--- src/lspf_pkg.sv ---
// lspf_pkg: widths, codes, command types and the solve program of the plane fit
// used by every module of the block; no dependencies
package lspf_pkg;

   localparam int PT_W       = 24;
   localparam int PSUM_W     = 58;
   localparam int LSUM_W     = 34;
   localparam int CNT_W      = 11;
   localparam int MAX_POINTS = 1024;
   localparam int FRAC_W     = 12;

   localparam int OPA_W      = 128;
   localparam int OPB_W      = 64;
   localparam int ACC_W      = 192;
   localparam int DIGIT_W    = 8;
   localparam int MUL_STEPS  = OPB_W / DIGIT_W;
   localparam int DIV_W      = 200;
   localparam int QUO_W      = 24;
   localparam int DIV_STEPS  = QUO_W + 1;
   localparam int PROG_LEN   = 24;
   localparam int STEP_W     = 5;
   localparam int CYC_W      = 5;
   localparam int SEL_W      = 4;
   localparam int COEF_W     = 2;
   localparam int NCOF       = 6;
   localparam int NNUM       = 3;

   localparam logic [QUO_W-1:0] QLIM_POS = 24'h7FFFFF;
   localparam logic [QUO_W-1:0] QLIM_NEG = 24'h800000;

   // operand selects: sums, then cofactors
   localparam logic [SEL_W-1:0] OP_XX  = 4'd0;
   localparam logic [SEL_W-1:0] OP_XY  = 4'd1;
   localparam logic [SEL_W-1:0] OP_YY  = 4'd2;
   localparam logic [SEL_W-1:0] OP_XZ  = 4'd3;
   localparam logic [SEL_W-1:0] OP_YZ  = 4'd4;
   localparam logic [SEL_W-1:0] OP_X   = 4'd5;
   localparam logic [SEL_W-1:0] OP_Y   = 4'd6;
   localparam logic [SEL_W-1:0] OP_Z   = 4'd7;
   localparam logic [SEL_W-1:0] OP_N   = 4'd8;
   localparam logic [SEL_W-1:0] OP_C00 = 4'd9;
   localparam logic [SEL_W-1:0] OP_C01 = 4'd10;
   localparam logic [SEL_W-1:0] OP_C02 = 4'd11;
   localparam logic [SEL_W-1:0] OP_C11 = 4'd12;
   localparam logic [SEL_W-1:0] OP_C12 = 4'd13;
   localparam logic [SEL_W-1:0] OP_C22 = 4'd14;

   // store targets
   localparam logic [SEL_W-1:0] DST_C00 = 4'd0;
   localparam logic [SEL_W-1:0] DST_C01 = 4'd1;
   localparam logic [SEL_W-1:0] DST_C02 = 4'd2;
   localparam logic [SEL_W-1:0] DST_C11 = 4'd3;
   localparam logic [SEL_W-1:0] DST_C12 = 4'd4;
   localparam logic [SEL_W-1:0] DST_C22 = 4'd5;
   localparam logic [SEL_W-1:0] DST_D   = 4'd6;
   localparam logic [SEL_W-1:0] DST_DA  = 4'd7;
   localparam logic [SEL_W-1:0] DST_DB  = 4'd8;
   localparam logic [SEL_W-1:0] DST_DC  = 4'd9;

   localparam logic [COEF_W-1:0] COEF_A = 2'd0;
   localparam logic [COEF_W-1:0] COEF_B = 2'd1;
   localparam logic [COEF_W-1:0] COEF_C = 2'd2;

   typedef struct packed {
      logic [SEL_W-1:0] a_sel;
      logic [SEL_W-1:0] b_sel;
      logic             clr;
      logic             neg;
      logic             store;
      logic [SEL_W-1:0] dst;
   } step_type;

   typedef struct packed {
      logic              pt_en;
      logic              mul_load;
      logic              mul_step;
      logic              acc_en;
      step_type          step;
      logic              clear_sums;
      logic              div_load;
      logic              div_first;
      logic              div_step;
      logic              div_store;
      logic [COEF_W-1:0] coef;
      logic              fail_set;
      logic              ok_set;
   } ctrl_cmd_type;

   typedef struct packed {
      logic det_zero;
   } dp_status_type;

   function automatic step_type mk(input logic [SEL_W-1:0] a, input logic [SEL_W-1:0] b,
                                   input logic c, input logic n, input logic s,
                                   input logic [SEL_W-1:0] d);
      step_type r;
      r.a_sel = a;
      r.b_sel = b;
      r.clr   = c;
      r.neg   = n;
      r.store = s;
      r.dst   = d;
      return r;
   endfunction

   // cofactors of the symmetric normal matrix, then the four determinants
   function automatic step_type prog_step(input logic [STEP_W-1:0] idx);
      step_type r;
      r = mk(OP_XX, OP_XX, 1'b0, 1'b0, 1'b0, DST_C00);
      unique case (idx)
         5'd0:  r = mk(OP_YY,  OP_N,  1'b1, 1'b0, 1'b0, DST_C00);
         5'd1:  r = mk(OP_Y,   OP_Y,  1'b0, 1'b1, 1'b1, DST_C00);
         5'd2:  r = mk(OP_X,   OP_Y,  1'b1, 1'b0, 1'b0, DST_C01);
         5'd3:  r = mk(OP_XY,  OP_N,  1'b0, 1'b1, 1'b1, DST_C01);
         5'd4:  r = mk(OP_XY,  OP_Y,  1'b1, 1'b0, 1'b0, DST_C02);
         5'd5:  r = mk(OP_YY,  OP_X,  1'b0, 1'b1, 1'b1, DST_C02);
         5'd6:  r = mk(OP_XX,  OP_N,  1'b1, 1'b0, 1'b0, DST_C11);
         5'd7:  r = mk(OP_X,   OP_X,  1'b0, 1'b1, 1'b1, DST_C11);
         5'd8:  r = mk(OP_XY,  OP_X,  1'b1, 1'b0, 1'b0, DST_C12);
         5'd9:  r = mk(OP_XX,  OP_Y,  1'b0, 1'b1, 1'b1, DST_C12);
         5'd10: r = mk(OP_XX,  OP_YY, 1'b1, 1'b0, 1'b0, DST_C22);
         5'd11: r = mk(OP_XY,  OP_XY, 1'b0, 1'b1, 1'b1, DST_C22);
         5'd12: r = mk(OP_C00, OP_XX, 1'b1, 1'b0, 1'b0, DST_D);
         5'd13: r = mk(OP_C01, OP_XY, 1'b0, 1'b0, 1'b0, DST_D);
         5'd14: r = mk(OP_C02, OP_X,  1'b0, 1'b0, 1'b1, DST_D);
         5'd15: r = mk(OP_C00, OP_XZ, 1'b1, 1'b0, 1'b0, DST_DA);
         5'd16: r = mk(OP_C01, OP_YZ, 1'b0, 1'b0, 1'b0, DST_DA);
         5'd17: r = mk(OP_C02, OP_Z,  1'b0, 1'b0, 1'b1, DST_DA);
         5'd18: r = mk(OP_C01, OP_XZ, 1'b1, 1'b0, 1'b0, DST_DB);
         5'd19: r = mk(OP_C11, OP_YZ, 1'b0, 1'b0, 1'b0, DST_DB);
         5'd20: r = mk(OP_C12, OP_Z,  1'b0, 1'b0, 1'b1, DST_DB);
         5'd21: r = mk(OP_C02, OP_XZ, 1'b1, 1'b0, 1'b0, DST_DC);
         5'd22: r = mk(OP_C12, OP_YZ, 1'b0, 1'b0, 1'b0, DST_DC);
         5'd23: r = mk(OP_C22, OP_Z,  1'b0, 1'b0, 1'b1, DST_DC);
         default: r = mk(OP_XX, OP_XX, 1'b0, 1'b0, 1'b0, DST_C00);
      endcase
      return r;
   endfunction

endpackage

--- src/lspf_ctrl.sv ---
// lspf_ctrl: sequencer of the plane fit, drives the datapath commands
// depends on lspf_pkg
module lspf_ctrl (
   input  logic                   clock,
   input  logic                   reset,
   input  logic                   req_valid,
   input  logic                   req_last_point,
   output logic                   req_stall,
   output logic                   rsp_valid,
   input  logic                   rsp_stall,
   input  lspf_pkg::dp_status_type status,
   output lspf_pkg::ctrl_cmd_type  cmd
);

   localparam logic [3:0] S_IDLE  = 4'd0;
   localparam logic [3:0] S_LOAD  = 4'd1;
   localparam logic [3:0] S_MUL   = 4'd2;
   localparam logic [3:0] S_ACC   = 4'd3;
   localparam logic [3:0] S_CHK   = 4'd4;
   localparam logic [3:0] S_DLOAD = 4'd5;
   localparam logic [3:0] S_DIV   = 4'd6;
   localparam logic [3:0] S_DFIN  = 4'd7;
   localparam logic [3:0] S_OUT   = 4'd8;

   logic [3:0]                    state_ff, state_in;
   logic [lspf_pkg::STEP_W-1:0]   step_ff, step_in;
   logic [lspf_pkg::CYC_W-1:0]    cnt_ff, cnt_in;
   logic [lspf_pkg::COEF_W-1:0]   coef_ff, coef_in;

   assign req_stall = (state_ff != S_IDLE);
   assign rsp_valid = (state_ff == S_OUT);

   always_comb begin
      state_in       = state_ff;
      step_in        = step_ff;
      cnt_in         = cnt_ff;
      coef_in        = coef_ff;
      cmd            = '0;
      cmd.step       = lspf_pkg::prog_step(step_ff);
      cmd.coef       = coef_ff;
      unique case (state_ff)
         S_IDLE: begin
            if (req_valid) begin
               cmd.pt_en = 1'b1;
               if (req_last_point) begin
                  step_in  = '0;
                  state_in = S_LOAD;
               end
            end
         end
         S_LOAD: begin
            cmd.mul_load = 1'b1;
            cnt_in       = '0;
            state_in     = S_MUL;
         end
         S_MUL: begin
            cmd.mul_step = 1'b1;
            if (cnt_ff == lspf_pkg::CYC_W'(lspf_pkg::MUL_STEPS - 1)) begin
               state_in = S_ACC;
            end else begin
               cnt_in = cnt_ff + 1'b1;
            end
         end
         S_ACC: begin
            cmd.acc_en = 1'b1;
            if (step_ff == lspf_pkg::STEP_W'(lspf_pkg::PROG_LEN - 1)) begin
               state_in = S_CHK;
            end else begin
               step_in  = step_ff + 1'b1;
               state_in = S_LOAD;
            end
         end
         S_CHK: begin
            cmd.clear_sums = 1'b1;
            coef_in        = lspf_pkg::COEF_A;
            if (status.det_zero) begin
               cmd.fail_set = 1'b1;
               state_in     = S_OUT;
            end else begin
               state_in = S_DLOAD;
            end
         end
         S_DLOAD: begin
            cmd.div_load = 1'b1;
            cnt_in       = '0;
            state_in     = S_DIV;
         end
         S_DIV: begin
            cmd.div_step  = 1'b1;
            cmd.div_first = (cnt_ff == '0);
            if (cnt_ff == lspf_pkg::CYC_W'(lspf_pkg::DIV_STEPS - 1)) begin
               state_in = S_DFIN;
            end else begin
               cnt_in = cnt_ff + 1'b1;
            end
         end
         S_DFIN: begin
            cmd.div_store = 1'b1;
            if (coef_ff == lspf_pkg::COEF_C) begin
               cmd.ok_set = 1'b1;
               state_in   = S_OUT;
            end else begin
               coef_in  = coef_ff + 1'b1;
               state_in = S_DLOAD;
            end
         end
         S_OUT: begin
            if (!rsp_stall) begin
               state_in = S_IDLE;
            end
         end
         default: begin
            state_in = S_IDLE;
         end
      endcase
   end

   always_ff @(posedge clock) begin
      if (reset) begin
         state_ff <= S_IDLE;
         step_ff  <= '0;
         cnt_ff   <= '0;
         coef_ff  <= '0;
      end else begin
         state_ff <= state_in;
         step_ff  <= step_in;
         cnt_ff   <= cnt_in;
         coef_ff  <= coef_in;
      end
   end

   a_rsp_entry: assert property (@(posedge clock) disable iff (reset)
      $rose(rsp_valid) |-> ($past(state_ff) == S_CHK || $past(state_ff) == S_DFIN))
      else $error("result shown without a finished solve");

   a_step_range: assert property (@(posedge clock) disable iff (reset)
      step_ff < lspf_pkg::STEP_W'(lspf_pkg::PROG_LEN))
      else $error("program step out of range");

   a_prog_start: assert property (@(posedge clock) disable iff (reset)
      (state_ff == S_IDLE && req_valid && req_last_point) |=>
         (state_ff == S_LOAD && step_ff == '0))
      else $error("solve did not start at the first step");

endmodule

--- config.mk ---
export PLATFORM = sky130hd
export DESIGN_NAME = lspf_ctrl
export DESIGN_NICKNAME = d
export VERILOG_FILES = /design/src/lspf_pkg.sv /design/src/lspf_ctrl.sv
export SDC_FILE = /design/constraint.sdc
export NUM_CORES = 1
export LEC_CHECK = 0
export ABC_AREA = 1
export BUFFER_PORTS_ARGS = -buffer_cell sky130_fd_sc_hd__buf_2
export CORE_ASPECT_RATIO = 0.8
export CORE_UTILIZATION = 52
export DETAILED_ROUTE_END_ITERATION = 10
export PLACE_DENSITY = 0.88
export SYNTH_ARGS = -nofsm -noshare
export SYNTH_HDL_FRONTEND = slang
export SYNTH_SLANG_ARGS = --single-unit
--- constraint.sdc ---
create_clock -name clock -period 2.51 [get_ports clock]
set_clock_uncertainty 0.2 [all_clocks]
set_input_delay 0.3765 -clock clock [delete_from_list [all_inputs] [get_ports clock]]
set_output_delay 0.3765 -clock clock [all_outputs]
set_load 0.05 [all_outputs]
==> results of run 1 <==
-- registers in the layout (all words and copies together) (netlist names) --
| name | cells |
|---|---|
| cnt_ff | 5 |
| state_ff | 4 |
| cmd | 15 |
| coef_ff | 2 |
| step_ff | 5 |
-- layer usage --
metal | share of wire [%] | up-vias
met5 | 0 | -
met4 | 2.1 | 0
met3 | 6.2 | 9
met2 | 42 | 59
met1 | 49 | 805
li1 | - | 963
-- path summary, 6_finish.rpt --
| check | start | to | cells after the start |
|---|---|---|---|
| worst max-delay path | state_ff[1] | cmd[16] | 12 |
| worst min-delay path | reset | state_ff[2] | 2 |
| worst max register to register | state_ff[1] | cmd[16] | 12 |
| worst min register to register | state_ff[3] | state_ff[1] | 1 |
-- repair_timing --
item                       in CTS  in global routing
gates resized for setup         0                  5
setup endpoints to repair       0                  7
hold endpoints to repair        0                  0
-- cell usage in the layout, fill, tap and decap left out, drive strengths merged --
cell type / instances
nand2: 88
inv: 43
buf: 37
nor2: 34
dfxtp: 31
nand3: 24
o21ai: 15
ha: 11
nor3: 8
clkbuf: 8
a21oi: 7
nand4: 4
clkinv: 1
or2: 1
a22oi: 1
xor2: 1
o211a: 1
a211oi: 1
nor4: 1
o211ai: 1
o221ai: 1
-- area by class of cell --
cell class              count  area (um^2)  area share (%)
clock buffers               8        100.1           4.479
inverters                  44        172.7           7.727
multi-input cells         199         1099           49.16
flip-flops and latches     31        620.6           27.77
well taps                  42        52.55           2.352
repair buffers             37        190.2           8.511
-- worst max-delay path: stages, from the launching register on --
cell	delay [ns]
dfxtp_1	0.37
nor2_2	0.20
nand2_1	0.17
nand2_2	0.14
nand3_4	0.14
o21ai_2	0.22
nand2_4	0.12
inv_4	0.12
ha_4	0.21
nand2_1	0.13
o21ai_1	0.09
nand2_1	0.06
nand3_1	0.07
-- stage by stage --
step                      cell area (um^2)  hold WS (ns)
after floorplan                       1867        0.2456
after global placement                2095        0.2867
after detailed placement              2095        0.2912
after CTS                             2195        0.1437
after global routing                  2235        0.1667
final                                 2235        0.1632
-- power breakdown --
group | internal [W] | switching [W] | total (W)
sequential | 0.000580 | 0.0000371 | 0.000617
combinational | 0.000198 | 0.000600 | 0.000798
clock | 0.000250 | 0.000179 | 0.000429
total | 0.00103 | 0.000816 | 0.00184
-- cells by family after synthesis --
group	count (synthesis)	share of synthesized area, %
AO/OA/AOI/OAI	27	8.356
XOR/XNOR	1	0.4718
adder cells (fa/ha/maj)	11	7.412
buffers and inverters	46	9.973
flip-flops	31	33.42
AND/OR/NAND/NOR	160	40.36
==> run summary, run 1 <==
vias in the first global route: 1,586
Root Buffer: clkbuf_8
Overflow after GRT: 0
routed vias: 1,836
worst min-delay path class: in -> reg
Post-Syn Nets: 293
fmax: 422.6 MHz
final WL: 4263 um
clock latency on the worst-skew pair: 0.28 ns
R2R setup slack: 0.14 ns
# DRC: 0
Worst Path Required: 2.48 ns
number of synthesized flops with an enable pin: 0
Mapped Area: 1857 um^2
Slew Viols, Final: 0
H-tree Lvls: 2
gr busiest metal: met1
Layout Utilization: 65.28%
post-synth top area cell: dfxtp_1
DRT Pass-1 Iters: 4
Via density: 5.086
TritonCTS buffer count: 5
static leakage: 1.205 nW
Synth top area share: 33.42%
CTS Sinks: 31
met3 usage: 7.438%
nets: 335
Hold Vio Cnt, Final: 0
Max Buffers Root-to-Sink: 2
RSZ-0062 raised after global routing: false
total power: 0.001844 W
sequential share of the synthesized area: 33.42%
diode count: 0
commonest cells in the netlist: 77 x nand2_1, 35 x inv_1, 31 x dfxtp_1, 31 x nor2_1, 20 x nand3_1
Core Box Area: 3423 um^2
Placed Cells incl. Taps: 353
slew margin rel.: 70.06%
post-synthesis async set-or-reset flop share: 0%
Die Area: 3815 um^2
crit path DAT: 2.33 ns
VDD IR-drop max: 0.0004623 V
P&R area growth vs syn: 20.35%
Routed Antenna Nets: 0
I/O pin count: 36
count leader, synth: nand2_1
DR WL/cell: 11.81 um
Starting Density: 54.24%
die height: 55.45 um
total track usage: 24.08%
CTS tree: done
Seq cells post-synth: 31
dominant cells by area after synthesis: dfxtp_1 33%, nand2_1 16%, ha_1 7.4%
drt initial violations: 90
Worst-path clk slew: 0.06 ns
first-pass GRT wire length: 6865 um
setup ws final: 0.1436 ns
Startpoint Class: flop
Pwr Density: 825.1 nW/um^2
pin count of the biggest net entering global routing: 19
status: finished, final reports clean
Critical Path End Type: flop
minimum clock period: 2.366 ns
FP Rows: 19
Final Wtd Congestion: 0.8866
layout cells sized above 1: 23.82%
GR met1 Demand/Resource: 35.63%
PortBufs: 35
Avg Cell Area, Syn: 6.727 um^2
Syn Inst Count: 276
max_cap viols: 0
Setup Crit Path Kind: reg -> reg
final std cells w/o fill: 361
setup bufs post-CTS: 0
Cell variety after synth: 32
dpl ws: 0.1301 ns
GRT met2 Usage: 32.49%
hold-fix buffers at CTS: 0
Final setup viols: 0
Yosys Warn Count: 0
Die Width: 68.81 um
setup tns final: 0 ns
Worst Max-Slew Pin Slew: 0.4445 ns
Final HPWL DP: 3203 um
Final period util: 94.28%
ys flop type: dfxtp_1
initial antenna violation count: 0
Fillers: 306
CP Max Fanout: 9
(Power assumes the default switching activity.)
==> run 2: changes to the inputs <==
ABC_AREA = default   (was 1)
PLACE_DENSITY = 0.87   (was 0.88)
clock period = 2.4 ns   (was 2.51 ns; I/O delays follow)
==> run summary, run 2 <==
status: finished with violations
violated checks: DRC
CP Max Fanout: 5 (-4)
worst min-delay path class: in -> reg
Syn Inst Count: 221 (-20%)
initial antenna violation count: 0 (unchanged)
Met1 Routed Length: 2266 um (+7.4%)
dominant cells by area after synthesis: dfxtp_1 31%, ha_1 6.9%, nor2_1 3.8%
Final Wtd Congestion: 0.9326 (+5.2%)
hold path cells: 3 (+1)
Pwr Density: 524.5 nW/um^2 (-36%)
hold-fix buffers at CTS: 0 (unchanged)
setup ws final: 0.03070 ns (-0.1129 ns)
H-tree Lvls: 2 (unchanged)
FP Rows: 19 (unchanged)
I/O pin count: 36 (unchanged)
crit path DAT: 2.38 ns (+0.05 ns)
Yosys Warn Count: 0 (unchanged)
CTS tree: done
ys flop type: dfxtp_1
slew margin rel.: 72.27% (+2.2 points)
top layer used by detailed routing: met4
count leader, synth: dfxtp_1
# DRC: 2 (+2)
setup tns final: 0 ns (unchanged)
Fillers: 248 (-19%)
DRT Pass-1 Iters: 7 (+3)
diode count: 0 (unchanged)
Max Buffers Root-to-Sink: 2 (unchanged)
Cell variety after synth: 62 (+94%)
RSZ-0062 raised after global routing: true
vias in the first global route: 1,631 (+2.8%)
Slowest cell on crit path: nor4_4
Critical Path End Type: flop
pin count of the biggest net entering global routing: 15 (-4)
Reg-to-Reg Start: state_ff[3]
Seq cells post-synth: 31 (unchanged)
Slew Viols, Final: 0 (unchanged)
total track usage: 24.25% (+0.17 points)
Final HPWL DP: 3452 um (+7.8%)
R2R setup slack: 0.03 ns (-0.11 ns)
Die Width: 71.07 um (+3.3%)
Root Buffer: clkbuf_8
Final period util: 98.72% (+4.4 points)
layout cells sized above 1: 37.59% (+14 points)
Startpoint Class: flop
Routed Antenna Nets: 0 (unchanged)
Hold Vio Cnt, Final: 0 (unchanged)
TritonCTS buffer count: 5 (unchanged)
Critical Path End: cmd[21]
Layout Utilization: 70.33% (+5.1 points)
CP max stage delay: 0.41 ns (+0.04 ns)
Post-Syn Nets: 238 (-19%)
Starting Density: 56.02% (+1.8 points)
met2 wire length: 2217 um (+23%)
commonest cells in the netlist: 31 x dfxtp_1, 20 x nor2_1, 14 x a21oi_1
R2R cell count: 9 (-3)
DR WL/cell: 15.72 um (+33%)
most common cell after layout, fill and taps aside: buf_2
first-pass GRT wire length: 7631 um (+11%)
Avg Cell Area, Syn: 8.979 um^2 (+33%)
Worst Max-Slew Pin Slew: 0.4135 ns (-0.03095 ns)
Crit path max-delay family: simple AND/OR/NAND/NOR gates
post-synth top area cell: dfxtp_1
minimum clock period: 2.369 ns (+0.002883 ns)
CTS Sinks: 31 (unchanged)
clock latency on the worst-skew pair: 0.29 ns (about the same)
Worst Setup SP: state_ff[3]
commonest cells after routing, fill and taps aside: 34 x buf_2, 27 x dfxtp_1, 21 x buf_4
Mapped Area: 1984 um^2 (+6.9%)
Synth top area share: 31.27% (-2.1 points)
Overflow after GRT: 0 (unchanged)
final std cells w/o fill: 316 (-12%)
Via density: 5.870 (+15%)
RR Endpoint: cmd[21]
total power: 0.001307 W (-29%)
final WL: 4969 um (+17%)
number of synthesized flops with an enable pin: 0 (unchanged)
max reg flops: 15 (unchanged)
Worst-path clk slew: 0.07 ns (about the same)
VDD IR-drop max: 0.0004003 V (-13%)
Worst Path Required: 2.41 ns (-0.07 ns)
P&R area growth vs syn: 25.54%
CP Depth: 9 (-3)
Setup Crit Path Kind: reg -> reg
routed vias: 1,855 (+1.0%)
met3 WL: 419 um (+58%)
crit-path cells: nor4_4 -> nand3_2 -> a31oi_4 -> nor2_4 -> inv_2 -> ha_2 -> mux2i_1 -> or3_1 -> o211ai_1
crit path buf inv count: 1 (unchanged)
post-synthesis async set-or-reset flop share: 0% (unchanged)
dpl ws: -0.02492 ns (-0.1550 ns)
max_cap viols: 0 (unchanged)
die height: 57.26 um (+3.3%)
Die Area: 4069 um^2 (+6.6%)
PortBufs: 35 (unchanged)
Placed Cells incl. Taps: 306 (-13%)
drt initial violations: 214 (+140%)
static leakage: 1.060 nW (-12%)
sequential share of the synthesized area: 31.27% (-2.1 points)
Final setup viols: 0 (unchanged)
nets: 290 (-13%)
fmax: 422.1 MHz (-0.12%)
Core Box Area: 3542 um^2 (+3.5%)
==> run 2: per-layer routing <==
| metal | vias to the layer above | track usage (%) |
|---|---|---|
| met5 | - | 0 |
| met4 | 0 | 10.86 |
| met3 | 10 | 5.124 |
| met2 | 91 | 35.44 |
| met1 | 845 | 34.51 |
| li1 | 909 | - |
==> run 2: metrics by stage <==
stage	hold slack (ns)	area, um^2
floorplan	0.2792	2008
global placement	0.3057	2281
detailed placement	0.3154	2281
CTS	0.1634	2401
global route	0.2095	2491
finish	0.1716	2491
==> run 2: layout make-up <==
cell class	count	area (um^2)	area share (%)
Tap cell	42	52.55	2.109
Multi-Input combinational cell	166	1316	52.84
Timing Repair Buffer	56	335.3	13.46
Sequential cell	31	625.6	25.11
Inverter	13	61.31	2.461
Clock buffer	8	100.1	4.018
==> run 2: logic make-up after synthesis <==
family	count (synthesis)	share of synthesized area (%)
simple gates	83	25.66
compound gates	57	20.55
flops	31	31.27
buf+inv	24	8.007
fa+ha+maj	11	6.936
mux	8	4.098
xor+xnor	7	3.468
==> run 2: power breakdown <==
group	internal, W	switching [W]	leakage [nW]	total, W
logic	0.000102	0.000195	0.756	0.000297
registers	0.000534	0.0000225	0.252	0.000557
clock network	0.000261	0.000191	0.0515	0.000453
total	0.000898	0.000409	1.06	0.00131
==> run 2: what timing repair did <==
action                                  in CTS  in global routing
resized for setup                            4                 16
cloned                                       0                  0
endpoints found under the setup margin       7                 13
setup buffers                                0                  2
pin swaps                                    1                  5
==> run 2: worst min path at each step <==
stage,from,end,slack [ns]
6_report,rsp_stall,state_ff[3],0.17
5_1_grt,rsp_stall,state_ff[3],0.21
4_1_cts,rsp_stall,state_ff[3],0.16
3_5_place_dp,cnt_ff[1],cnt_ff[1],0.32
3_3_place_gp,cnt_ff[1],cnt_ff[1],0.31
2_1_floorplan,cnt_ff[1],cnt_ff[1],0.28
==> run 2: worst reg2reg max path, stage by stage (launching register included) <==
cell and delay, ns:
dfxtp_1 0.35, nor4_4 0.41, nand3_2 0.19, a31oi_4 0.24
nor2_4 0.05, inv_2 0.14, ha_2 0.23, mux2i_1 0.07
or3_1 0.33, o211ai_1 0.09
==> run 3: changes to the inputs <==
CORE_MARGIN = 5   (was default)
SLEW_MARGIN = 15   (was default)
clock period = 2.21 ns   (was 2.4 ns; I/O delays follow)
==> run summary, run 3 (synthesis gave the netlist of run 2 again) <==
nets: 328 (+13%)
die height: 65.26 um (+14%)
VDD IR-drop max: 0.0003712 V (-7.3%)
most common cell after layout, fill and taps aside: buf_4
max_cap viols: 0 (unchanged)
first-pass GRT wire length: 9929 um (+30%)
violated checks: setup timing
gr busiest metal: met2
commonest cells after routing, fill and taps aside: 53 x buf_4, 32 x buf_2, 25 x dfxtp_1
Slew Viols, Final: 0 (unchanged)
Worst Max-Slew Pin Slew: 0.3651 ns (-0.04837 ns)
Max Buffers Root-to-Sink: 2 (unchanged)
Routed Antenna Nets: 0 (unchanged)
DR WL/cell: 18.81 um (+20%)
DRT Pass-1 Iters: 5 (-2)
Starting Density: 52.87% (-3.2 points)
crit path DAT: 2.31 ns (-0.07 ns)
CP max stage delay: 0.41 ns (about the same)
Die Area: 5159 um^2 (+27%)
slew margin rel.: 75.47% (+3.2 points)
routed vias: 2,159 (+16%)
P&R area growth vs syn: 46.03%
total power: 0.001442 W (+10%)
I/O pin count: 36 (unchanged)
GRT met2 Usage: 39.18% (+3.7 points)
Slowest cell on crit path: or3_4
Worst Path Required: 2.19 ns (-0.22 ns)
Critical Path End Type: flop
RSZ-0062 raised after global routing: true
Final setup viols: 10 (+10)
worst min-delay path class: in -> reg
Pwr Density: 497.7 nW/um^2 (-5.1%)
Final Wtd Congestion: 0.9507 (+1.9%)
Core Box Area: 3754 um^2 (+6.0%)
Crit path max-delay family: simple AND/OR/NAND/NOR gates
fmax: 428.2 MHz (+1.4%)
total track usage: 24.64% (+0.38 points)
H-tree Lvls: 2 (unchanged)
static leakage: 1.288 nW (+22%)
layout cells sized above 1: 49.68% (+12 points)
Final HPWL DP: 4048 um (+17%)
setup ws final: -0.1255 ns (-0.1562 ns)
crit path buf inv count: 3 (+2)
final WL: 6697 um (+35%)
Startpoint Class: flop
CTS Sinks: 31 (unchanged)
setup tns final: -0.7745 ns (-0.7745 ns)
Via density: 6.065 (+3.3%)
crit-path cells: nand4bb_4 -> clkinv_8 -> a21oi_4 -> or3_4 -> buf_8 -> buf_6 -> and3_1 -> a21oi_1 -> o22ai_1
drt initial violations: 282 (+32%)
diode count: 0 (unchanged)
status: finished with violations
Hold Vio Cnt, Final: 0 (unchanged)
Die Width: 79.07 um (+11%)
minimum clock period: 2.335 ns (-0.03384 ns)
initial antenna violation count: 0 (unchanged)
GR met1 Demand/Resource: 31.99% (-2.5 points)
FP Rows: 20 (+1)
dpl ws: -0.1260 ns (-0.1010 ns)
CTS tree: done
max reg flops: 15 (unchanged)
Root Buffer: clkbuf_8
PortBufs: 35 (unchanged)
Overflow after GRT: 0 (unchanged)
vias in the first global route: 2,028 (+24%)
pin count of the biggest net entering global routing: 14 (-1)
Setup Crit Path Kind: reg -> reg
Worst-path clk slew: 0.07 ns (about the same)
met3 usage: 6.027% (+0.90 points)
TritonCTS buffer count: 5 (unchanged)
# DRC: 0 (-2)
CP Max Fanout: 6 (+1)
Final period util: 105.7% (+7.0 points)
clock latency on the worst-skew pair: 0.29 ns (about the same)
## run 3: cell types whose count changed in the layout (fill, tap and decap cells not counted), moves of 3 or more
cell | before | now
o21ai_0 | 8 | 4
o21ai_1 | 2 | 6
buf_4 | 21 | 53
buf_6 | 0 | 4
nor2_1 | 19 | 16
## run 3: routing by layer
metal | up-vias | part of all wire (%)
met5 | - | 0
met4 | 0 | 4.7
met3 | 38 | 8.4
met2 | 126 | 45
met1 | 1018 | 41
li1 | 977 | -
## run 3: report_power, final
group | internal [W] | total (W) | switching (W)
Combinational | 0.000143 | 0.000391 | 0.000248
Clock | 0.000221 | 0.000448 | 0.000227
Sequential | 0.000579 | 0.000604 | 0.0000244
## run 3: path summary, 6_finish.rpt
path,start,end,slack (ns),depth (start not counted)
max,state_ff[3],cmd[16],-0.13,9
min,rsp_stall,state_ff[3],0.11,3
max reg2reg,state_ff[3],cmd[16],-0.13,9
min reg2reg,cnt_ff[1],cnt_ff[1],0.32,2
## run 3: repair_timing
item | 4_1_cts | 5_1_grt
gates resized for setup | 30 | 15
cloned | 2 | 0
pin swaps | 19 | 8
setup buffers | 7 | 1
setup endpoints to repair | 12 | 18
hold buffers | 0 | 0
## run 3: area by class of cell
class | instances | area [um^2]
Tap cell | 44 | 55.05
Multi-Input combinational cell | 166 | 1403
Timing Repair Buffer | 93 | 648.1
Inverter | 13 | 71.32
Timing Repair inverter | 1 | 6.256
Fill cell | 242 | 855.8
Clock inverter | 1 | 5.005
Clock buffer | 7 | 76.32
Sequential cell | 31 | 633.1
## run 3: stage by stage
step	hold WS (ns)	util (%)	std cells	cell area [um^2]
2_1_floorplan	0.2792	-	221	2081
3_3_place_gp	0.3033	68.97	339	2589
3_5_place_dp	0.3053	68.97	339	2589
4_1_cts	0.1198	75.57	355	2836
5_1_grt	0.1294	77.20	356	2898
6_report	0.1142	77.20	356	2898
## run 3: tightest hold or removal path, delay by kind of cell
kind	cells	cell delay (ns)
AOI/OAI and AO/OA	2	0.17
buffers and inverters	1	0.07
